$ cat config.mk
export PLATFORM = sky130hd
export DESIGN_NAME = addressed_frame_deframer
export DESIGN_NICKNAME = d
export VERILOG_FILES = /design/src/design/afd_pkg.sv /design/src/design/afd_core.sv /design/src/design/afd_out_buf.sv /design/src/design/addressed_frame_deframer.sv
export SDC_FILE = /design/constraint.sdc
export NUM_CORES = 1
export LEC_CHECK = 0
export ABC_AREA = 1
export BUFFER_PORTS_ARGS = -buffer_cell sky130_fd_sc_hd__buf_4
export CELL_PAD_IN_SITES_DETAIL_PLACEMENT = 0
export CELL_PAD_IN_SITES_GLOBAL_PLACEMENT = 1
export CORE_AREA = 2 2 93 95
export CTS_BUF_LIST = sky130_fd_sc_hd__clkbuf_4
export DETAILED_ROUTE_END_ITERATION = 10
export DIE_AREA = 0 0 95 97
export PLACE_DENSITY = 0.95
export SLEW_MARGIN = 20
export SYNTH_ARGS = -nofsm -noshare
export SYNTH_HDL_FRONTEND = slang
export SYNTH_SLANG_ARGS = --single-unit
$ cat constraint.sdc
create_clock -name clk -period 5.9 [get_ports clk]
set_input_delay 0.885 -clock clk [delete_from_list [all_inputs] [get_ports clk]]
set_output_delay 0.885 -clock clk [all_outputs]
set_load 0.02 [all_outputs]
$ cat src/design/afd_pkg.sv
// ----------------------------------------------------------------------------
// afd_pkg
// shared types and constants for the addressed frame deframer
// ----------------------------------------------------------------------------
`default_nettype none

package afd_pkg;

    localparam int unsigned BYTE_W = 8;

    // configuration register indexes
    localparam logic CFG_SYNC_BYTE   = 1'b0;
    localparam logic CFG_OWN_ADDRESS = 1'b1;

    // configuration reset values
    localparam logic [BYTE_W-1:0] SYNC_BYTE_RST   = 8'd126;
    localparam logic [BYTE_W-1:0] OWN_ADDRESS_RST = 8'd1;

    // one result item
    typedef struct packed {
        logic              data_valid;
        logic [BYTE_W-1:0] data_byte;
        logic [BYTE_W-1:0] data_index;
        logic              frame_end;
        logic              frame_good;
    } result_t;

endpackage

`default_nettype wire

$ cat src/design/afd_core.sv
// ----------------------------------------------------------------------------
// afd_core
// frame state machine: one received byte in, one result item out per accept
// ----------------------------------------------------------------------------
`default_nettype none

module afd_core
    import afd_pkg::*;
(
    input  wire logic              clk,
    input  wire logic              rst_n,
    input  wire logic              accept,
    input  wire logic [BYTE_W-1:0] rx_byte,
    input  wire logic [BYTE_W-1:0] sync_byte,
    input  wire logic [BYTE_W-1:0] own_address,
    output result_t                result
);

    typedef enum logic [2:0] {
        PH_HUNT,
        PH_ADDR,
        PH_LEN,
        PH_READ,
        PH_CHECK
    } phase_t;

    phase_t            phase_reg, phase_next;
    logic [BYTE_W-1:0] bytes_left_reg, bytes_left_next;
    logic [BYTE_W-1:0] xor_reg, xor_next;
    logic [BYTE_W-1:0] wpos_reg, wpos_next;

    always_comb
    begin
        phase_next      = phase_reg;
        bytes_left_next = bytes_left_reg;
        xor_next        = xor_reg;
        wpos_next       = wpos_reg;
        result          = '0;
        case (phase_reg)
            PH_ADDR:
            begin
                phase_next = (rx_byte == own_address) ? PH_LEN : PH_HUNT;
            end
            PH_LEN:
            begin
                bytes_left_next = rx_byte;
                xor_next        = '0;
                wpos_next       = '0;
                phase_next      = (rx_byte != '0) ? PH_READ : PH_HUNT;
            end
            PH_READ:
            begin
                xor_next          = xor_reg ^ rx_byte;
                result.data_valid = 1'b1;
                result.data_byte  = rx_byte;
                result.data_index = wpos_reg;
                wpos_next         = wpos_reg + 1'b1;
                bytes_left_next   = bytes_left_reg - 1'b1;
                // last payload byte when one was left
                phase_next = (bytes_left_reg == BYTE_W'(1)) ? PH_CHECK : PH_READ;
            end
            PH_CHECK:
            begin
                result.frame_end  = 1'b1;
                result.frame_good = (xor_reg == rx_byte);
                phase_next        = PH_HUNT;
            end
            default:
            begin
                phase_next = (rx_byte == sync_byte) ? PH_ADDR : PH_HUNT;
            end
        endcase
    end

    always_ff @(posedge clk or negedge rst_n)
    begin
        if (!rst_n)
        begin
            phase_reg      <= PH_HUNT;
            bytes_left_reg <= '0;
            xor_reg        <= '0;
            wpos_reg       <= '0;
        end
        else if (accept)
        begin
            phase_reg      <= phase_next;
            bytes_left_reg <= bytes_left_next;
            xor_reg        <= xor_next;
            wpos_reg       <= wpos_next;
        end
    end

endmodule

`default_nettype wire

$ cat src/design/afd_out_buf.sv
// ----------------------------------------------------------------------------
// afd_out_buf
// result register with a skid stage so input stall is purely registered
// ----------------------------------------------------------------------------
`default_nettype none

module afd_out_buf
    import afd_pkg::*;
(
    input  wire logic    clk,
    input  wire logic    rst_n,
    input  wire logic    push,
    input  wire result_t push_data,
    output logic         full,
    output logic         out_valid,
    input  wire logic    out_stall,
    output result_t      out_data
);

    logic    out_valid_reg;
    logic    skid_valid_reg;
    result_t out_reg;
    result_t skid_reg;
    logic    take;

    assign take      = out_valid_reg && !out_stall;
    assign full      = skid_valid_reg;
    assign out_valid = out_valid_reg;
    assign out_data  = out_reg;

    always_ff @(posedge clk or negedge rst_n)
    begin
        if (!rst_n)
        begin
            out_valid_reg  <= 1'b0;
            skid_valid_reg <= 1'b0;
        end
        else if (skid_valid_reg)
        begin
            if (take)
            begin
                skid_valid_reg <= 1'b0;
            end
        end
        else if (push)
        begin
            if (!out_valid_reg || take)
            begin
                out_valid_reg <= 1'b1;
            end
            else
            begin
                skid_valid_reg <= 1'b1;
            end
        end
        else if (take)
        begin
            out_valid_reg <= 1'b0;
        end
    end

    // payload, no reset
    always_ff @(posedge clk)
    begin
        if (skid_valid_reg)
        begin
            if (take)
            begin
                out_reg <= skid_reg;
            end
        end
        else if (push)
        begin
            if (!out_valid_reg || take)
            begin
                out_reg <= push_data;
            end
            else
            begin
                skid_reg <= push_data;
            end
        end
    end

endmodule

`default_nettype wire

$ cat src/design/addressed_frame_deframer.sv
// ----------------------------------------------------------------------------
// addressed_frame_deframer
// sync / address / length framed byte receiver with xor checksum check
// ----------------------------------------------------------------------------
// Takes one received byte per item and returns exactly one result item per
// byte. The receiver hunts for sync_byte, then needs own_address, then a
// length byte (1 to 255; zero drops back to hunting). That many payload bytes
// come out with data_valid set and their index in the frame; the next byte is
// the checksum, compared with the xor of the payload, and comes out with
// frame_end set and frame_good telling whether it matched. Other bytes give an
// all-zero result. Throughput is one byte per clock while in_stall is low. The
// frame state is updated in the accepting cycle and the result lands in an
// output register backed by a one-entry skid stage, so in_stall is a flop and
// rises only when both are full.
// ----------------------------------------------------------------------------
`default_nettype none

module addressed_frame_deframer
    import afd_pkg::*;
(
    input  wire logic              clk,
    input  wire logic              rst_n,
    // configuration write port
    input  wire logic              cfg_write,
    input  wire logic              cfg_index,
    input  wire logic [BYTE_W-1:0] cfg_data,
    // byte input channel
    input  wire logic              in_valid,
    output logic                   in_stall,
    input  wire logic [BYTE_W-1:0] rx_byte,
    // result channel
    output logic                   out_valid,
    input  wire logic              out_stall,
    output logic                   data_valid,
    output logic [BYTE_W-1:0]      data_byte,
    output logic [BYTE_W-1:0]      data_index,
    output logic                   frame_end,
    output logic                   frame_good
);

    logic [BYTE_W-1:0] sync_byte_reg;
    logic [BYTE_W-1:0] own_address_reg;
    logic              accept;
    logic              buf_full;
    result_t           step_result;
    result_t           out_data;

    // configuration registers
    always_ff @(posedge clk or negedge rst_n)
    begin
        if (!rst_n)
        begin
            sync_byte_reg   <= SYNC_BYTE_RST;
            own_address_reg <= OWN_ADDRESS_RST;
        end
        else if (cfg_write)
        begin
            case (cfg_index)
                CFG_SYNC_BYTE:   sync_byte_reg   <= cfg_data;
                CFG_OWN_ADDRESS: own_address_reg <= cfg_data;
                default:         ;
            endcase
        end
    end

    // input is taken whenever the skid stage is empty
    assign in_stall = buf_full;
    assign accept   = in_valid && !buf_full;

    afd_core u_core (
        .clk         (clk),
        .rst_n       (rst_n),
        .accept      (accept),
        .rx_byte     (rx_byte),
        .sync_byte   (sync_byte_reg),
        .own_address (own_address_reg),
        .result      (step_result)
    );

    afd_out_buf u_out_buf (
        .clk       (clk),
        .rst_n     (rst_n),
        .push      (accept),
        .push_data (step_result),
        .full      (buf_full),
        .out_valid (out_valid),
        .out_stall (out_stall),
        .out_data  (out_data)
    );

    // unpack result onto the output ports
    assign data_valid = out_data.data_valid;
    assign data_byte  = out_data.data_byte;
    assign data_index = out_data.data_index;
    assign frame_end  = out_data.frame_end;
    assign frame_good = out_data.frame_good;

`ifndef SYNTHESIS
    // an accepted byte always has a result waiting on the next cycle
    a_accept_gives_result: assert property (@(posedge clk) disable iff (!rst_n)
        accept |=> out_valid)
        else $error("accepted byte produced no result");

    // skid stage only fills behind a held result
    a_skid_behind_out: assert property (@(posedge clk) disable iff (!rst_n)
        buf_full |-> out_valid)
        else $error("skid stage full with empty output register");

    // a byte is payload or checksum, never both
    a_payload_or_end: assert property (@(posedge clk) disable iff (!rst_n)
        out_valid |-> !(data_valid && frame_end))
        else $error("payload and frame end in one result");

    // good only on a frame end
    a_good_needs_end: assert property (@(posedge clk) disable iff (!rst_n)
        (out_valid && frame_good) |-> frame_end)
        else $error("frame_good without frame_end");
`endif

endmodule

`default_nettype wire

Word level (Yosys, flattened, before mapping):

Index checks and enable logic that the tools add are counted.

* flip-flop bits (word level): 83
* input port bits: 22

* add/subtract/negate cells: 2
* equal/unequal tests: 10
* mux-type cells: 21
* bitwise gates (word level): 4
* reduce and logical (&&, ||, !) cells: 17

Operators by type and width (number)
* 2-to-1 mux 19 bit: 4
* one-hot mux 8 bit (2 select lines): 3
* equality test 8 bit: 3
* 2-to-1 mux 17 bit: 1
* one-hot mux 3 bit (4 select lines): 1
* AND reduction 3 bit: 3
* adder 8 x 1 -> 8 bit, second input constant: 1
* equality test 8 x 1 -> 1 bit, second input constant: 1
* 2-to-1 mux 1 bit: 8
* nonzero test 2 bit: 4
* nonzero test 8 bit: 1
* subtractor 8 x 1 -> 8 bit, second input constant: 1
* bitwise XOR 8 bit: 1
* equality test 3 x 2 -> 1 bit, second input constant: 2
* 2-to-1 mux 2 bit: 3
* AND reduction 2 bit: 3
* equality test 3 x 1 -> 1 bit, second input constant: 1
* equality test 3 bit, second input constant: 1
* zero test 1 bit: 3
* 2-to-1 mux 3 bit: 1
* NOT 1 bit: 3
* logical AND 1 bit: 2
* inequality test 2 x 1 -> 1 bit, second input constant: 1
* inequality test 2 bit, second input constant: 1
* logical OR 1 bit: 1

Logic depth before layout (Yosys ltp):

* depth in word-level cells: 6
* mapped depth: 9
* gate-level depth less buffers: 9

Cells and area by module:

Synthesis repeated with hierarchy kept, for this count alone.

* cells, all modules: 480
* area total of the unflattened synthesis: 4121.5 um2

By module, submodules not included
* afd_core: instances 1, cells each 287, area an instance 1920.6 um2, seq. area each 675.6 um2
* afd_out_buf: instances 1, cells each 121, area an instance 1534.0 um2, seq. area each 1191.1 um2
* addressed_frame_deframer: instances 1, cells each 72, area an instance 666.9 um2, seq. area each 409.1 um2

Least setup slack after synthesis:

OpenSTA, ideal clock, no wires.

* path type: input to register
* from: input port in_valid
* to: register u_out_buf.out_reg (netlist bit u_out_buf.out_data[0]), enable pin
* library setup time: 401 ps
* data arrival time: 2073 ps
* setup slack: 3425 ps
* stages on the path: 4
* buffers on the path: 0
* cell sequence: nand2_4 > inv_4 > a21oi_1 > a21oi_1

* longest elaborated chain between the ends: 3

RTL lines
* start, declared: RTL line addressed_frame_deframer.sv:28 `input wire logic in_valid,`
* logical AND 1 bit: RTL line addressed_frame_deframer.sv:68 `assign accept = in_valid && !buf_full;`
* nonzero test 2 bit (no line)
* AND reduction 3 bit (no line)
* end signal, assigned: RTL line afd_out_buf.sv:69 `out_reg <= skid_reg;`
* end signal, assigned: RTL line afd_out_buf.sv:76 `out_reg <= push_data;`
* end, declared: RTL line afd_out_buf.sv:22 `result_t out_reg;`

No other way between the ends.
A chain may end at the register's enable or synchronous reset.

Final worst setup path:

* from: register u_out_buf.skid_valid_reg (netlist: u_out_buf.full)
* to: output port in_stall

RTL lines
* start, declared: RTL line afd_out_buf.sv:21 `logic skid_valid_reg;`
* start signal, assigned: RTL line afd_out_buf.sv:36 `skid_valid_reg <= 1'b0;`
* start signal, assigned: RTL line afd_out_buf.sv:42 `skid_valid_reg <= 1'b0;`
* start signal, assigned: RTL line afd_out_buf.sv:53 `skid_valid_reg <= 1'b1;`
* end, declared: RTL line addressed_frame_deframer.sv:29 `output logic in_stall,`

No word-level cell between the ends.

==> results.md <==
* Status: complete, no violations
* DRC Markers at 0
* Initial antenna violation count at 0
* Slowest CP cell: dfrtp_1
* RSZ-0062 raised after global routing: no
* Worst R2R Path Depth at 8
* WL final at 8301 um
* Port Buffers at 42
* Clock sink total at 83
* Syn_area_per_cell at 8.697 um2
* Top cell type's share of synthesized area at 28.22%
* Post-DP HPWL at 5884 um
* Register bit count reported by yosys at 83
* Crit path kind: register to output pin
* FF-to-FF setup slack at 3.52 ns
* Synth-to-layout area growth at 11.73%
* Setup_tns at 0 ns
* WP depth at 1
* Critical Path Start Type: register
* Max-slew violations at 0
* Full die area at 0.009215 mm2
* Setup Fix Bufs, Post-CTS at 0
* Register area share after synthesis at 56.28%
* Maximum vdd drop at 0.1740 mV
* Pwr/cell area at 446.5 mW/mm2
* Final min period at 2.456 ns
* Slew @ Worst Pin at 0.7692 ns
* Cts bufs inserted at 9
* H-tree depth at 3
* CP Max Fanout at 25
* CTS resizes at 0
* Site Rows at 33
* First-pass GRT wire length at 13520 um
* Max-cap violation count at 0
* Synth Warn # at 0
* Mapped Cells at 465
* Share of cells above drive strength 1 at 15.13%
* # setup viols final at 0
* FILL cells at 715
* Largest net degree at the start of global routing at 46
* Effective utilization at floorplan at 49.72%
* Die Span X at 95 um
* Diodes inserted at 0
* Worst hold path class: primary input to async pin
* Worst slew margin at 48.72%
* Clock buffer depth at 2
* Gr usage total at 18.90%
* Vias in the first global route at 2811
* Hold Violations, Final at 0
* Crit end category: output pin
* Register area at 0.002276 mm2
* CP cell instances: buf_4
* Core Region at 0.008134 mm2
* Fin nets at 529
* Multi-input gate area at 0.001438 mm2
* Syn_nets at 490
* Clock Latency Late Sink at 0.43 ns
* Final Cycle Share at 41.62%
* Max frequency at 0.4072 GHz
* Unique cell type count in the Yosys netlist at 36
* Reg clk slew, reported paths at 0.14 ns
* Critical path arrival at 1.57 ns
* Critical path's top delay family: flip-flops
* Total congestion overflow at 0
* Die Y at 97 um
* Commonest non-fill, non-tap cells in the layout: nand2_1, nor2_1, inv_1
* Area leader, netlist: edfxtp_1
* CP bufs+invs at 1
* Pleak at 0.002129 uW
* Io pins at 43
* Synth Cell Area at 0.004044 mm2
* Drt wl/cell at 13.52 um
* Final GP Congestion at 0.8098
* Vias/cell at 5.052
* Commonest non-fill, non-tap cell in the layout: nand2_1
* Hold Worst Slack at 0.4348 ns
* Root Buffer: clkbuf_4
* Clk_skew at 0.01176 ns
* Crit path required time at 5.02 ns
* Max incr delay on CP at 0.87 ns
* Final ANT Viol Nets at 0
* Via count at 3102
* DRT Pass-1 Iters at 5
* Cts hold-fix bufs at 0
* CTS tree: built
* Ranking of synthesized cells by area: edfxtp_1, dfrtp_1, nand2_1
* Initial drt markers at 249
## through the flow
stage | util [%] | instance area [um2] | instances | setup slack [ns] | total power (uW)
floorplan | - | 4044 | 465 | 3.425 | 1514
global placement | 54.07 | 4398 | 598 | 3.583 | 1706
detailed placement | 54.07 | 4398 | 598 | 3.546 | 1734
CTS | 55.55 | 4518 | 614 | 3.426 | 2024
global route | 55.55 | 4518 | 614 | 3.279 | 2167
finish | 55.55 | 4518 | 614 | 3.444 | 2017
## synth_stat cells
library cell and count:
a21oi_1 12, and3_1 1, buf_1 1, buf_2 1, buf_4 2, buf_6 5
clkbuf_1 6, clkbuf_2 1, dfrtp_1 38, dfstp_2 7, edfxtp_1 38, ha_1 3
inv_1 54, inv_2 2, inv_4 2, nand2_1 141, nand2_2 1, nand2_4 2
nand2b_1 1, nand3_1 14, nand3b_1 2, nand4_1 4, nor2_1 55, nor2_2 1
nor2_4 1, nor3_1 2, nor3_2 1, o211ai_1 1, o21a_1 1, o21ai_0 34
o21ai_1 6, o22ai_1 4, o31ai_1 5, or2_2 1, xnor2_1 10, xor2_1 5
## metal layers
metal / global-route usage (%) / vias up / part of all wire [%] / wire, um
met4: 7.804 / 0 / 2.7 / 228
met2: 28.91 / 92 / 47 / 3880
met3: 3.660 / 19 / 4.7 / 388
met5: 0 / - / 0 / 0
li1: - / 1568 / - / -
met1: 26.32 / 1423 / 46 / 3802
## area by class of cell
cell class | instances | area share [%]
clock buffer | 9 | 1.495
clock inverter | 7 | 1.163
inverter | 58 | 4.929
multi-input combinational | 308 | 31.82
sequential | 83 | 50.37
tap | 105 | 2.908
timing repair buffer | 44 | 7.311
## where the power goes
group	switching, uW	internal, uW
sequential	119	821
combinational	513	268
clock	207	88.9
total	839	1180
## logic make-up (layout without fill, tap and decap cells)
kind of cell | count (synthesis) | in the layout | synth area share [%]
AO/OA/AOI/OAI | 63 | 63 | 8.354
AND/OR/NAND/NOR | 227 | 227 | 23.02
buffers and inverters | 74 | 118 | 8.168
XOR/XNOR | 15 | 15 | 3.249
adder cells (fa/ha/maj) | 3 | 3 | 0.9283
flip-flops | 83 | 83 | 56.28
## worst paths after layout
check | start | end
worst max-delay path | u_out_buf.full | in_stall
worst min-delay path | rst_n | u_core.wpos_reg[1]
worst max register to register | u_out_buf.full | u_core.wpos_reg[6]
worst min register to register | u_core.bytes_left_reg[7] | u_core.bytes_left_reg[7]
max in group asynchronous | rst_n | u_core.phase_reg[1]
min in group clk | u_core.bytes_left_reg[7] | u_core.bytes_left_reg[7]
Power figures use the tool's default switching activity.
